--- config.mk ---
export PLATFORM = sky130hd
export DESIGN_NAME = escape_time_fractal_iterator
export DESIGN_NICKNAME = d
export VERILOG_FILES = /design/src/design/etf_pkg.sv /design/src/design/etf_cfg_regs.sv /design/src/design/etf_mul_unit.sv /design/src/design/escape_time_fractal_iterator.sv
export VERILOG_INCLUDE_DIRS = /design/src /design/src/design
export SDC_FILE = /design/constraint.sdc
export NUM_CORES = 2
export LEC_CHECK = 0
export ABC_AREA = 1
export BUFFER_PORTS_ARGS = -buffer_cell sky130_fd_sc_hd__buf_2
export CORE_ASPECT_RATIO = 0.8
export CORE_MARGIN = 5
export CORE_UTILIZATION = 65
export CTS_CLUSTER_SIZE = 24
export DETAILED_ROUTE_END_ITERATION = 10
export PLACE_DENSITY = 0.84
export SETUP_SLACK_MARGIN = 0.3
export SLEW_MARGIN = 20
export SYNTH_ARGS = -nofsm -noshare
export SYNTH_HDL_FRONTEND = slang
export SYNTH_SLANG_ARGS = --single-unit
--- constraint.sdc ---
create_clock -name clk -period 26 [get_ports clk]
set_input_delay 0 -clock clk [delete_from_list [all_inputs] [get_ports clk]]
set_output_delay 0 -clock clk [all_outputs]
set_load 0.05 [all_outputs]
--- src/design/escape_time_fractal_iterator_defines.svh ---
// Assertion macros used by the escape-time iterator design file.
`ifndef ESCAPE_TIME_FRACTAL_ITERATOR_DEFINES_SVH
`define ESCAPE_TIME_FRACTAL_ITERATOR_DEFINES_SVH

// Same-cycle implication, clocked on clk and disabled while arst_n is low.
`define ETF_ASSERT_NOW(lbl, ante, cons) \
	lbl: assert property (@(posedge clk) disable iff (!arst_n) (ante) |-> (cons)) \
		else $error("same-cycle check failed");

// Next-cycle implication, clocked on clk and disabled while arst_n is low.
`define ETF_ASSERT_NEXT(lbl, ante, cons) \
	lbl: assert property (@(posedge clk) disable iff (!arst_n) (ante) |=> (cons)) \
		else $error("next-cycle check failed");

`endif

--- src/design/etf_pkg.sv ---
// Shared types, constants and saturation helpers of the escape-time iterator.
`default_nettype none

package etf_pkg;

	// Fixed widths of the datapath and the ports.
	localparam int FX_W       = 32;
	localparam int PROD_W     = 64;
	localparam int STEP_W     = 31;
	localparam int COORD_W    = 10;
	localparam int ITER_W     = 12;
	localparam int CFG_IDX_W  = 3;
	localparam int CFG_DATA_W = 32;

	localparam logic signed [FX_W-1:0] FX_MAX = 32'sh7fffffff;
	localparam logic signed [FX_W-1:0] FX_MIN = 32'sh80000000;

	// Register indexes on the configuration port.
	localparam logic [CFG_IDX_W-1:0] REG_MAX_ITER    = 3'd0;
	localparam logic [CFG_IDX_W-1:0] REG_CUBIC       = 3'd1;
	localparam logic [CFG_IDX_W-1:0] REG_REAL_ORIGIN = 3'd2;
	localparam logic [CFG_IDX_W-1:0] REG_IMAG_ORIGIN = 3'd3;
	localparam logic [CFG_IDX_W-1:0] REG_REAL_STEP   = 3'd4;
	localparam logic [CFG_IDX_W-1:0] REG_IMAG_STEP   = 3'd5;

	// Register values after reset.
	localparam logic [ITER_W-1:0]      RST_MAX_ITER    = 12'd100;
	localparam logic                   RST_CUBIC       = 1'b0;
	localparam logic signed [FX_W-1:0] RST_REAL_ORIGIN = -32'sd295279002;
	localparam logic signed [FX_W-1:0] RST_IMAG_ORIGIN = -32'sd228170138;
	localparam logic [STEP_W-1:0]      RST_REAL_STEP   = 31'd456340;
	localparam logic [STEP_W-1:0]      RST_IMAG_STEP   = 31'd456340;

	// Configuration register file contents.
	typedef struct packed {
		logic [ITER_W-1:0]      max_iterations;
		logic                   cubic_mode;
		logic signed [FX_W-1:0] real_origin;
		logic signed [FX_W-1:0] imag_origin;
		logic [STEP_W-1:0]      real_step;
		logic [STEP_W-1:0]      imag_step;
	} cfg_t;

	// Clamp a wide signed value to the fixed-point word range.
	function automatic logic signed [FX_W-1:0] sat_wide(input logic signed [PROD_W-1:0] v);
		logic signed [FX_W-1:0] r;
		if (v > PROD_W'(FX_MAX)) begin
			r = FX_MAX;
		end else if (v < PROD_W'(FX_MIN)) begin
			r = FX_MIN;
		end else begin
			r = v[FX_W-1:0];
		end
		return r;
	endfunction

	// Saturating sum of two words.
	function automatic logic signed [FX_W-1:0] sat_add(input logic signed [FX_W-1:0] a,
		input logic signed [FX_W-1:0] b);
		logic signed [FX_W:0] s;
		logic signed [FX_W-1:0] r;
		s = {a[FX_W-1], a} + {b[FX_W-1], b};
		if (s[FX_W] != s[FX_W-1]) begin
			r = s[FX_W] ? FX_MIN : FX_MAX;
		end else begin
			r = s[FX_W-1:0];
		end
		return r;
	endfunction

	// Saturating difference of two words.
	function automatic logic signed [FX_W-1:0] sat_sub(input logic signed [FX_W-1:0] a,
		input logic signed [FX_W-1:0] b);
		logic signed [FX_W:0] s;
		logic signed [FX_W-1:0] r;
		s = {a[FX_W-1], a} - {b[FX_W-1], b};
		if (s[FX_W] != s[FX_W-1]) begin
			r = s[FX_W] ? FX_MIN : FX_MAX;
		end else begin
			r = s[FX_W-1:0];
		end
		return r;
	endfunction

endpackage

`default_nettype wire

--- src/design/etf_cfg_regs.sv ---
// Configuration register file of the escape-time iterator.
`default_nettype none

module etf_cfg_regs import etf_pkg::*; (
	input  wire logic                  clk,
	input  wire logic                  arst_n,
	input  wire logic                  cfg_we,
	input  wire logic [CFG_IDX_W-1:0]  cfg_index,
	input  wire logic [CFG_DATA_W-1:0] cfg_wdata,
	output cfg_t                       cfg
);

	cfg_t cfg_q;

	// Decode the write index; unknown indexes are ignored.
	always_ff @(posedge clk or negedge arst_n) begin
		if (!arst_n) begin
			cfg_q.max_iterations <= RST_MAX_ITER;
			cfg_q.cubic_mode     <= RST_CUBIC;
			cfg_q.real_origin    <= RST_REAL_ORIGIN;
			cfg_q.imag_origin    <= RST_IMAG_ORIGIN;
			cfg_q.real_step      <= RST_REAL_STEP;
			cfg_q.imag_step      <= RST_IMAG_STEP;
		end else if (cfg_we) begin
			unique case (cfg_index)
				REG_MAX_ITER:    cfg_q.max_iterations <= cfg_wdata[ITER_W-1:0];
				REG_CUBIC:       cfg_q.cubic_mode     <= cfg_wdata[0];
				REG_REAL_ORIGIN: cfg_q.real_origin    <= signed'(cfg_wdata[FX_W-1:0]);
				REG_IMAG_ORIGIN: cfg_q.imag_origin    <= signed'(cfg_wdata[FX_W-1:0]);
				REG_REAL_STEP:   cfg_q.real_step      <= cfg_wdata[STEP_W-1:0];
				REG_IMAG_STEP:   cfg_q.imag_step      <= cfg_wdata[STEP_W-1:0];
				default: begin
				end
			endcase
		end
	end

	assign cfg = cfg_q;

endmodule

`default_nettype wire

--- src/design/etf_mul_unit.sv ---
// Shared signed multiplier with registered product and fixed-point rescale.
`default_nettype none

module etf_mul_unit import etf_pkg::*; #(
	parameter int FRACTION_BITS = 27
) (
	input  wire logic                    clk,
	input  wire logic signed [FX_W-1:0]  op_a,
	input  wire logic signed [FX_W-1:0]  op_b,
	output logic signed [PROD_W-1:0]     prod,
	output logic signed [FX_W-1:0]       prod_fx
);

	logic signed [PROD_W-1:0] prod_s1;

	// One full-precision product per cycle.
	always_ff @(posedge clk) begin
		prod_s1 <= PROD_W'(op_a) * PROD_W'(op_b);
	end

	// Arithmetic shift rounds toward minus infinity, then clamp to the word.
	assign prod    = prod_s1;
	assign prod_fx = sat_wide(prod_s1 >>> FRACTION_BITS);

endmodule

`default_nettype wire

--- src/design/escape_time_fractal_iterator.sv ---
// The one shared 32x32 multiplier gives one product per cycle; each round of
// z^2+c needs three of them and each round of z^3+c needs seven.
// One pixel at a time: the next word is taken only in idle, after the result is stored.
// A finished result waits in the output register while the next pixel is accepted.
// Asynchronous active-low reset returns the sequencer to idle and loads register defaults.
`default_nettype none

module escape_time_fractal_iterator import etf_pkg::*; #(
	parameter int MAX_COLUMNS   = 1024,
	parameter int MAX_ROWS      = 1024,
	parameter int FRACTION_BITS = 27,
	parameter int COUNT_BITS    = 12
) (
	input  wire logic                  clk,
	input  wire logic                  arst_n,
	input  wire logic                  cfg_we,
	input  wire logic [CFG_IDX_W-1:0]  cfg_index,
	input  wire logic [CFG_DATA_W-1:0] cfg_wdata,
	input  wire logic                  in_valid,
	output logic                       in_ready,
	input  wire logic [COORD_W-1:0]    pixel_column,
	input  wire logic [COORD_W-1:0]    pixel_row,
	output logic                       out_valid,
	input  wire logic                  out_ready,
	output logic [ITER_W-1:0]          iteration_count
);

	`include "escape_time_fractal_iterator_defines.svh"

	localparam int IDX_CMP_W = 17;
	localparam int COL_LAST  = MAX_COLUMNS - 1;
	localparam int ROW_LAST  = MAX_ROWS - 1;
	localparam int COUNT_CAP = (1 << COUNT_BITS) - 1;
	localparam int ESC_SH    = 2 * FRACTION_BITS + 2;
	localparam logic ESC_ON  = (ESC_SH < PROD_W);
	localparam logic [PROD_W-1:0] ESC_LIMIT = PROD_W'(1) << (ESC_ON ? ESC_SH : 0);

	typedef enum logic [13:0] {
		S_IDLE = 14'b00000000000001,
		S_CRE  = 14'b00000000000010,
		S_CIM  = 14'b00000000000100,
		S_PT   = 14'b00000000001000,
		S_RR   = 14'b00000000010000,
		S_II   = 14'b00000000100000,
		S_TST  = 14'b00000001000000,
		S_RI   = 14'b00000010000000,
		S_C2   = 14'b00000100000000,
		S_C3   = 14'b00001000000000,
		S_C4   = 14'b00010000000000,
		S_C5   = 14'b00100000000000,
		S_UPD  = 14'b01000000000000,
		S_DONE = 14'b10000000000000
	} state_t;

	cfg_t cfg;

	state_t state_q, state_d;
	logic   out_valid_q;
	logic [ITER_W-1:0] out_count_q;

	logic [COORD_W-1:0]     col_q, row_q;
	logic [ITER_W-1:0]      limit_q, n_q;
	logic signed [FX_W-1:0] zr_q, zi_q, cr_q, ci_q;
	logic signed [FX_W-1:0] sr_q, si_q, acc_q;
	logic [PROD_W-1:0]      rr_q;

	logic signed [FX_W-1:0]   op_a, op_b, prod_fx;
	logic signed [PROD_W-1:0] prod;

	logic               accept, out_free, done;
	logic [PROD_W-1:0]  mag;
	logic signed [FX_W-1:0] si_sq;
	logic [COORD_W-1:0] col_in, row_in;
	logic [ITER_W-1:0]  limit_in;

	etf_cfg_regs u_cfg (
		.clk       (clk),
		.arst_n    (arst_n),
		.cfg_we    (cfg_we),
		.cfg_index (cfg_index),
		.cfg_wdata (cfg_wdata),
		.cfg       (cfg)
	);

	etf_mul_unit #(
		.FRACTION_BITS (FRACTION_BITS)
	) u_mul (
		.clk     (clk),
		.op_a    (op_a),
		.op_b    (op_b),
		.prod    (prod),
		.prod_fx (prod_fx)
	);

	// Handshake and input conditioning: clamp indexes and the iteration limit.
	assign in_ready = (state_q == S_IDLE);
	assign accept   = in_valid && in_ready;
	assign out_free = !out_valid_q || out_ready;

	assign col_in = (IDX_CMP_W'(pixel_column) >= IDX_CMP_W'(MAX_COLUMNS)) ?
		COORD_W'(COL_LAST) : pixel_column;
	assign row_in = (IDX_CMP_W'(pixel_row) >= IDX_CMP_W'(MAX_ROWS)) ?
		COORD_W'(ROW_LAST) : pixel_row;
	assign limit_in = (IDX_CMP_W'(cfg.max_iterations) > IDX_CMP_W'(COUNT_CAP)) ?
		ITER_W'(COUNT_CAP) : cfg.max_iterations;

	// Escape test on the exact squares, plus the iteration limit.
	assign mag   = rr_q + unsigned'(prod);
	assign done  = (ESC_ON && (mag >= ESC_LIMIT)) || (n_q >= limit_q);
	assign si_sq = sat_add(prod_fx, prod_fx);

	// Multiplier operand selection for the product issued in each state.
	always_comb begin
		op_a = '0;
		op_b = '0;
		unique case (state_q)
			S_CRE: begin
				op_a = signed'({{(FX_W-COORD_W){1'b0}}, col_q});
				op_b = signed'({{(FX_W-STEP_W){1'b0}}, cfg.real_step});
			end
			S_CIM: begin
				op_a = signed'({{(FX_W-COORD_W){1'b0}}, row_q});
				op_b = signed'({{(FX_W-STEP_W){1'b0}}, cfg.imag_step});
			end
			S_RR: begin
				op_a = zr_q;
				op_b = zr_q;
			end
			S_II: begin
				op_a = zi_q;
				op_b = zi_q;
			end
			S_TST: begin
				op_a = zr_q;
				op_b = zi_q;
			end
			S_RI: begin
				op_a = sr_q;
				op_b = zr_q;
			end
			S_C2: begin
				op_a = si_q;
				op_b = zi_q;
			end
			S_C3: begin
				op_a = sr_q;
				op_b = zi_q;
			end
			S_C4: begin
				op_a = si_q;
				op_b = zr_q;
			end
			default: begin
			end
		endcase
	end

	// Sequencer next state.
	always_comb begin
		state_d = state_q;
		unique case (state_q)
			S_IDLE: if (accept) state_d = S_CRE;
			S_CRE:  state_d = S_CIM;
			S_CIM:  state_d = S_PT;
			S_PT:   state_d = S_RR;
			S_RR:   state_d = S_II;
			S_II:   state_d = S_TST;
			S_TST:  state_d = done ? S_DONE : S_RI;
			S_RI:   state_d = cfg.cubic_mode ? S_C2 : S_RR;
			S_C2:   state_d = S_C3;
			S_C3:   state_d = S_C4;
			S_C4:   state_d = S_C5;
			S_C5:   state_d = S_UPD;
			S_UPD:  state_d = S_RR;
			S_DONE: if (out_free) state_d = S_IDLE;
			default: state_d = S_IDLE;
		endcase
	end

	// Control state and the output valid flag.
	always_ff @(posedge clk or negedge arst_n) begin
		if (!arst_n) begin
			state_q     <= S_IDLE;
			out_valid_q <= 1'b0;
		end else begin
			state_q <= state_d;
			if (state_q == S_DONE && out_free) begin
				out_valid_q <= 1'b1;
			end else if (out_ready) begin
				out_valid_q <= 1'b0;
			end
		end
	end

	// Datapath registers; those fed by a product are loaded in the state that consumes it.
	always_ff @(posedge clk) begin
		unique case (state_q)
			S_IDLE: begin
				if (accept) begin
					col_q   <= col_in;
					row_q   <= row_in;
					limit_q <= limit_in;
					n_q     <= '0;
					zr_q    <= '0;
					zi_q    <= '0;
				end
			end
			S_CIM: cr_q <= sat_wide(PROD_W'(cfg.real_origin) + prod);
			S_PT:  ci_q <= sat_wide(PROD_W'(cfg.imag_origin) + prod);
			S_II: begin
				rr_q  <= unsigned'(prod);
				acc_q <= prod_fx;
			end
			S_TST: sr_q <= sat_sub(acc_q, prod_fx);
			S_RI: begin
				if (cfg.cubic_mode) begin
					si_q <= si_sq;
				end else begin
					zr_q <= sat_add(sr_q, cr_q);
					zi_q <= sat_add(si_sq, ci_q);
					n_q  <= n_q + 1'b1;
				end
			end
			S_C2: acc_q <= prod_fx;
			S_C3: sr_q  <= sat_sub(acc_q, prod_fx);
			S_C4: acc_q <= prod_fx;
			S_C5: si_q  <= sat_add(acc_q, prod_fx);
			S_UPD: begin
				zr_q <= sat_add(sr_q, cr_q);
				zi_q <= sat_add(si_q, ci_q);
				n_q  <= n_q + 1'b1;
			end
			S_DONE: if (out_free) out_count_q <= n_q;
			default: begin
			end
		endcase
	end

	assign out_valid       = out_valid_q;
	assign iteration_count = out_count_q;

	// A taken word keeps the block busy in the following cycle.
	`ETF_ASSERT_NEXT(a_busy_after_accept, in_valid && in_ready, !in_ready)
	// The round count never passes the clamped limit while a pixel is in work.
	`ETF_ASSERT_NOW(a_count_in_limit, state_q != S_IDLE && state_q != S_CRE, n_q <= limit_q)
	// Storing a result raises valid with the count reached by the sequencer.
	`ETF_ASSERT_NEXT(a_result_stored, state_q == S_DONE && out_free,
		out_valid && iteration_count == $past(n_q))

endmodule

`default_nettype wire

==> run summary <==
The leakage power is 46.13 nW. The die is 410.9 um wide. The post-synthesis to final-layout area growth came out at 5.269%. The total global routing overflow is 0. Clock-pin slew was measured on the worst setup and hold paths at 70 ps. The number of different library cells used by synthesis comes to 80. The layout net count came out at 12.77k. After filler insertion, the fill cell instance count of the layout stands at 10.38k. The gate count after technology mapping came out at 11.08k. For the pin with the worst max-slew slack, the measured transition is 1265 ps. The number of hold violations in the final report is 0. In this run the worst hold path is classified as input pin to flop.

The via-per-instance ratio came out at 6.126. The initial antenna violation count was 21. Once placement finished, the instance area stood at 85270 um^2. The number of placed instances, taps included is 12.67k. After synthesis, the cell types taking the most area are fa_1, nand2_1, edfxtp_1. The post-synthesis sequential element count is 562. The startpoint identified for the worst register-to-register timing path is state_q[0]. In this run the register-to-register setup slack is 14260 ps. The weighted congestion reported at the end of routability-driven placement came out at 1.099. The share of the synthesized area in the top cell type is 26.10%. The sum of negative setup slack is 0 ps. The starting density of the core is 65.56%. Summing all flip-flop and latch instances after layout gives 15540 um^2.

The total count of max-transition violations in the final report came out at 0. Dividing the detail-routed wire length by the instance count gives 25.49 um. The core region is 127500 um^2. The cell area after technology mapping is 83590 um^2. The most used flip-flop cell after synthesis is edfxtp_1. The data arrival time of the critical path is 12300 ps. By count the netlist is led by nand2_1, inv_1, fa_1.

The share of layout cells above drive strength 1 came out at 4.885%. The HPWL reported at the end of detailed placement is 264200 um. Global routing used 24.57% of the available met3 tracks. The die area is 135900 um^2. Power spread over the standard cell area amounts to 45.28 nW/um^2.

The standard-cell row count is 117. TritonCTS built the clock tree. The number of setup buffers added after CTS came out at 0. Sequential cells were found to cover 18.59% of the synthesized design area. The proportion of synthesized flip-flops having asynchronous set or reset came out at 27.40%.

The maximum level of the CTS H-tree came out at 2. The number of detailed-routing iterations run before antenna repair is 9. The total global-route track usage came out at 47.97%.

Summing all multi-input logic gate instances after layout gives 57690 um^2. The time the final worst path needs with I/O delays and setup is 11740 ps. Entering global routing, the biggest net connects 75 pins. The worst register-to-register path ends at u_mul.prod[59].

The number of buffers between clock root and the deepest sink is 3. For this design, the slowest cell found on the critical path is fa_1. The die is 330.8 um tall.

In the global route stage, met2 resource usage came out at 63.44%. For this design the top-level I/O count stands at 74. The library cell used as clock root buffer is clkbuf_16. After global routing, the most crowded layer is met1. The peak clock frequency supported by timing is 85.18 MHz. The number of design-rule violations left by the first detailed-router iteration is 11.22k. For this run, design rule violations remaining after detail routing come to 0.

The clock latency reported for the late side of the worst-skew pair came out at 720 ps. The worst min-delay path endpoint is col_q[9]. For this run, the slowest stage of the critical path takes 980 ps. The path depth of the worst reg2reg path came out at 34.

The cell depth of the worst hold path is 2. Among all cell types in the netlist, the one instantiated most often is nand2_1. The number of global-route vias before repair came to 76.68k. The required time reported for the critical path endpoint is 26560 ps. The met1 demand-to-capacity share in global routing came out at 63.56%.

Max-cap violations in this run came to 0. The clock sink count is 562. The number of I/O port buffers came out at 73. The overall via count from detail_route is 78.82k. The type of the worst setup path is flop to flop. The count of flip-flops with a built-in enable after synthesis came out at 344.

The worst setup path is launched from a flop. The Yosys warning count came out at 0. Excluding fillers, the count of instances in the completed layout stands at 12.87k. Headroom to the max-slew limit came out at 15.16%. The number of nets still failing antenna checks after routing came out at 0. The share of the cycle needed by the critical path after routing is 45.15%. Wires add up to 327900 um. The synthesized area divided by synthesized cell count is 7.543 um^2. The origin of the worst setup path is state_q[0].

The final worst clock skew came out at 68.42 ps. The largest driver fanout on the critical path came out at 34. The run finished with clean final reports. In this run the most critical hold path is launched from pixel_column[9]. The number of endpoints failing setup at the final stage is 0. The total nets after synthesis is 12.78k. After routing the design area is 88000 um^2. Cells fill 69.01% of the core in the end. The wire length of the first global-routing pass is 481800 um. The worst voltage drop across the vdd grid is 76.54 uV. The type of destination of the critical path is a flop. Setup repair after global routing left no endpoint under its margin. The total clock buffers created by CTS is 56. The post-synthesis cell type with the largest combined area is fa_1.
-- cells in the final DEF, fill, tap and decap left out, types with 10 or more instances in the layout --
cell and count:
a21boi_0 20, a21o_1 40, a21oi_1 485, a21oi_2 17, a221oi_4 10, a22o_1 42, a31oi_1 44, and3_1 11
buf_2 72, buf_4 88, clkbuf_16 57, dfrtp_1 93, dfstp_2 61, dfxtp_1 64, diode_2 26, dlygate4sd3_1 60
edfxtp_1 344, fa_1 1090, ha_1 548, inv_1 2298, inv_2 55, nand2_1 2970, nand2_2 31, nand3_1 302
nand3b_1 14, nand4_1 74, nor2_1 1072, nor2_2 29, nor3_1 74, nor3_2 13, nor4_1 31, o211ai_1 17
o21a_1 29, o21ai_0 441, o21bai_1 44, xnor2_1 64, xor2_1 230
-- routing by layer --
layer / routed length (um) / part of all wire (%) / vias to the layer above
met5: 318 / 0.097 / -
met4: 23400 / 7.1 / 21
met3: 61260 / 19 / 1380
met2: 123300 / 38 / 6479
met1: 119600 / 36 / 37090
li1: - / - / 33850
-- final cells by class --
type	count	share of cell area (%)
inverters	2362	10.08
diodes	26	0.07394
well taps	1725	2.453
clock buffers	62	1.665
repair buffers	222	1.887
clock inverters	44	0.6157
multi-input cells	7863	65.56
flip-flops and latches	562	17.66
-- logic make-up after synthesis --
logic type               count (synthesis)  share of synthesized area (%)
buffers and inverters                 2658                          12.59
flip-flops                             562                          18.59
AO/OA/AOI/OAI                         1263                          8.915
multiplexers                             1                        0.01197
XOR/XNOR                               295                          3.100
adder cells (fa/ha/maj)               1638                          34.31
AND/OR/NAND/NOR                       4666                          22.49
-- worst max-delay path by stage --
stage | end | depth (start not counted)
2_1_floorplan | u_mul.prod[59] | 35
3_3_place_gp | u_mul.prod[59] | 34
3_5_place_dp | u_mul.prod[59] | 34
4_1_cts | u_mul.prod[59] | 34
5_1_grt | u_mul.prod[59] | 34
6_report | u_mul.prod[59] | 34
-- per-stage QoR --
| stage | setup slack (ps) | total power (W) | hold WS (ps) |
|---|---|---|---|
| floorplan | 17190 | 0.002295 | -295.6 |
| global placement | 14760 | 0.002906 | 83.40 |
| detailed placement | 14530 | 0.002936 | 96.50 |
| CTS | 14440 | 0.003841 | 11.65 |
| global route | 13700 | 0.004104 | 18.99 |
| finish | 14260 | 0.003985 | 19.58 |
-- registers in the layout, indices dropped and copies added, names as in the netlist --
register	count
zi_q	32
col_q	10
cr_q	32
n_q	12
row_q	10
sr_q	32
iteration_count	12
acc_q	32
state_q	14
rr_q	64
zr_q	32
si_q	32
out_valid	1
u_mul.prod	64
ci_q	32
u_cfg.cfg	139
limit_q	12
-- report_power, final --
part           internal [W]  switching, W  total (W)
registers           0.00115      0.000167    0.00131
clock network      0.000482      0.000428   0.000909
logic              0.000465       0.00130    0.00176
-- critical path: cells and delay by family, from the launching register on --
kind / cells / cell delay (ps)
flops: 1 / 550
simple gates: 11 / 2270
xor+xnor: 1 / 160
compound gates: 3 / 1440
buf+inv: 10 / 2160
fa+ha+maj: 9 / 4920
-- timing repair --
| item | CTS | global route |
|---|---|---|
| resized for setup | 0 | 0 |
| endpoints found under the hold margin | 254 | 0 |
| hold buffers | 61 | 0 |
| endpoints found under the setup margin | 0 | 0 |
No activity file was read; power rests on OpenSTA's default activity.
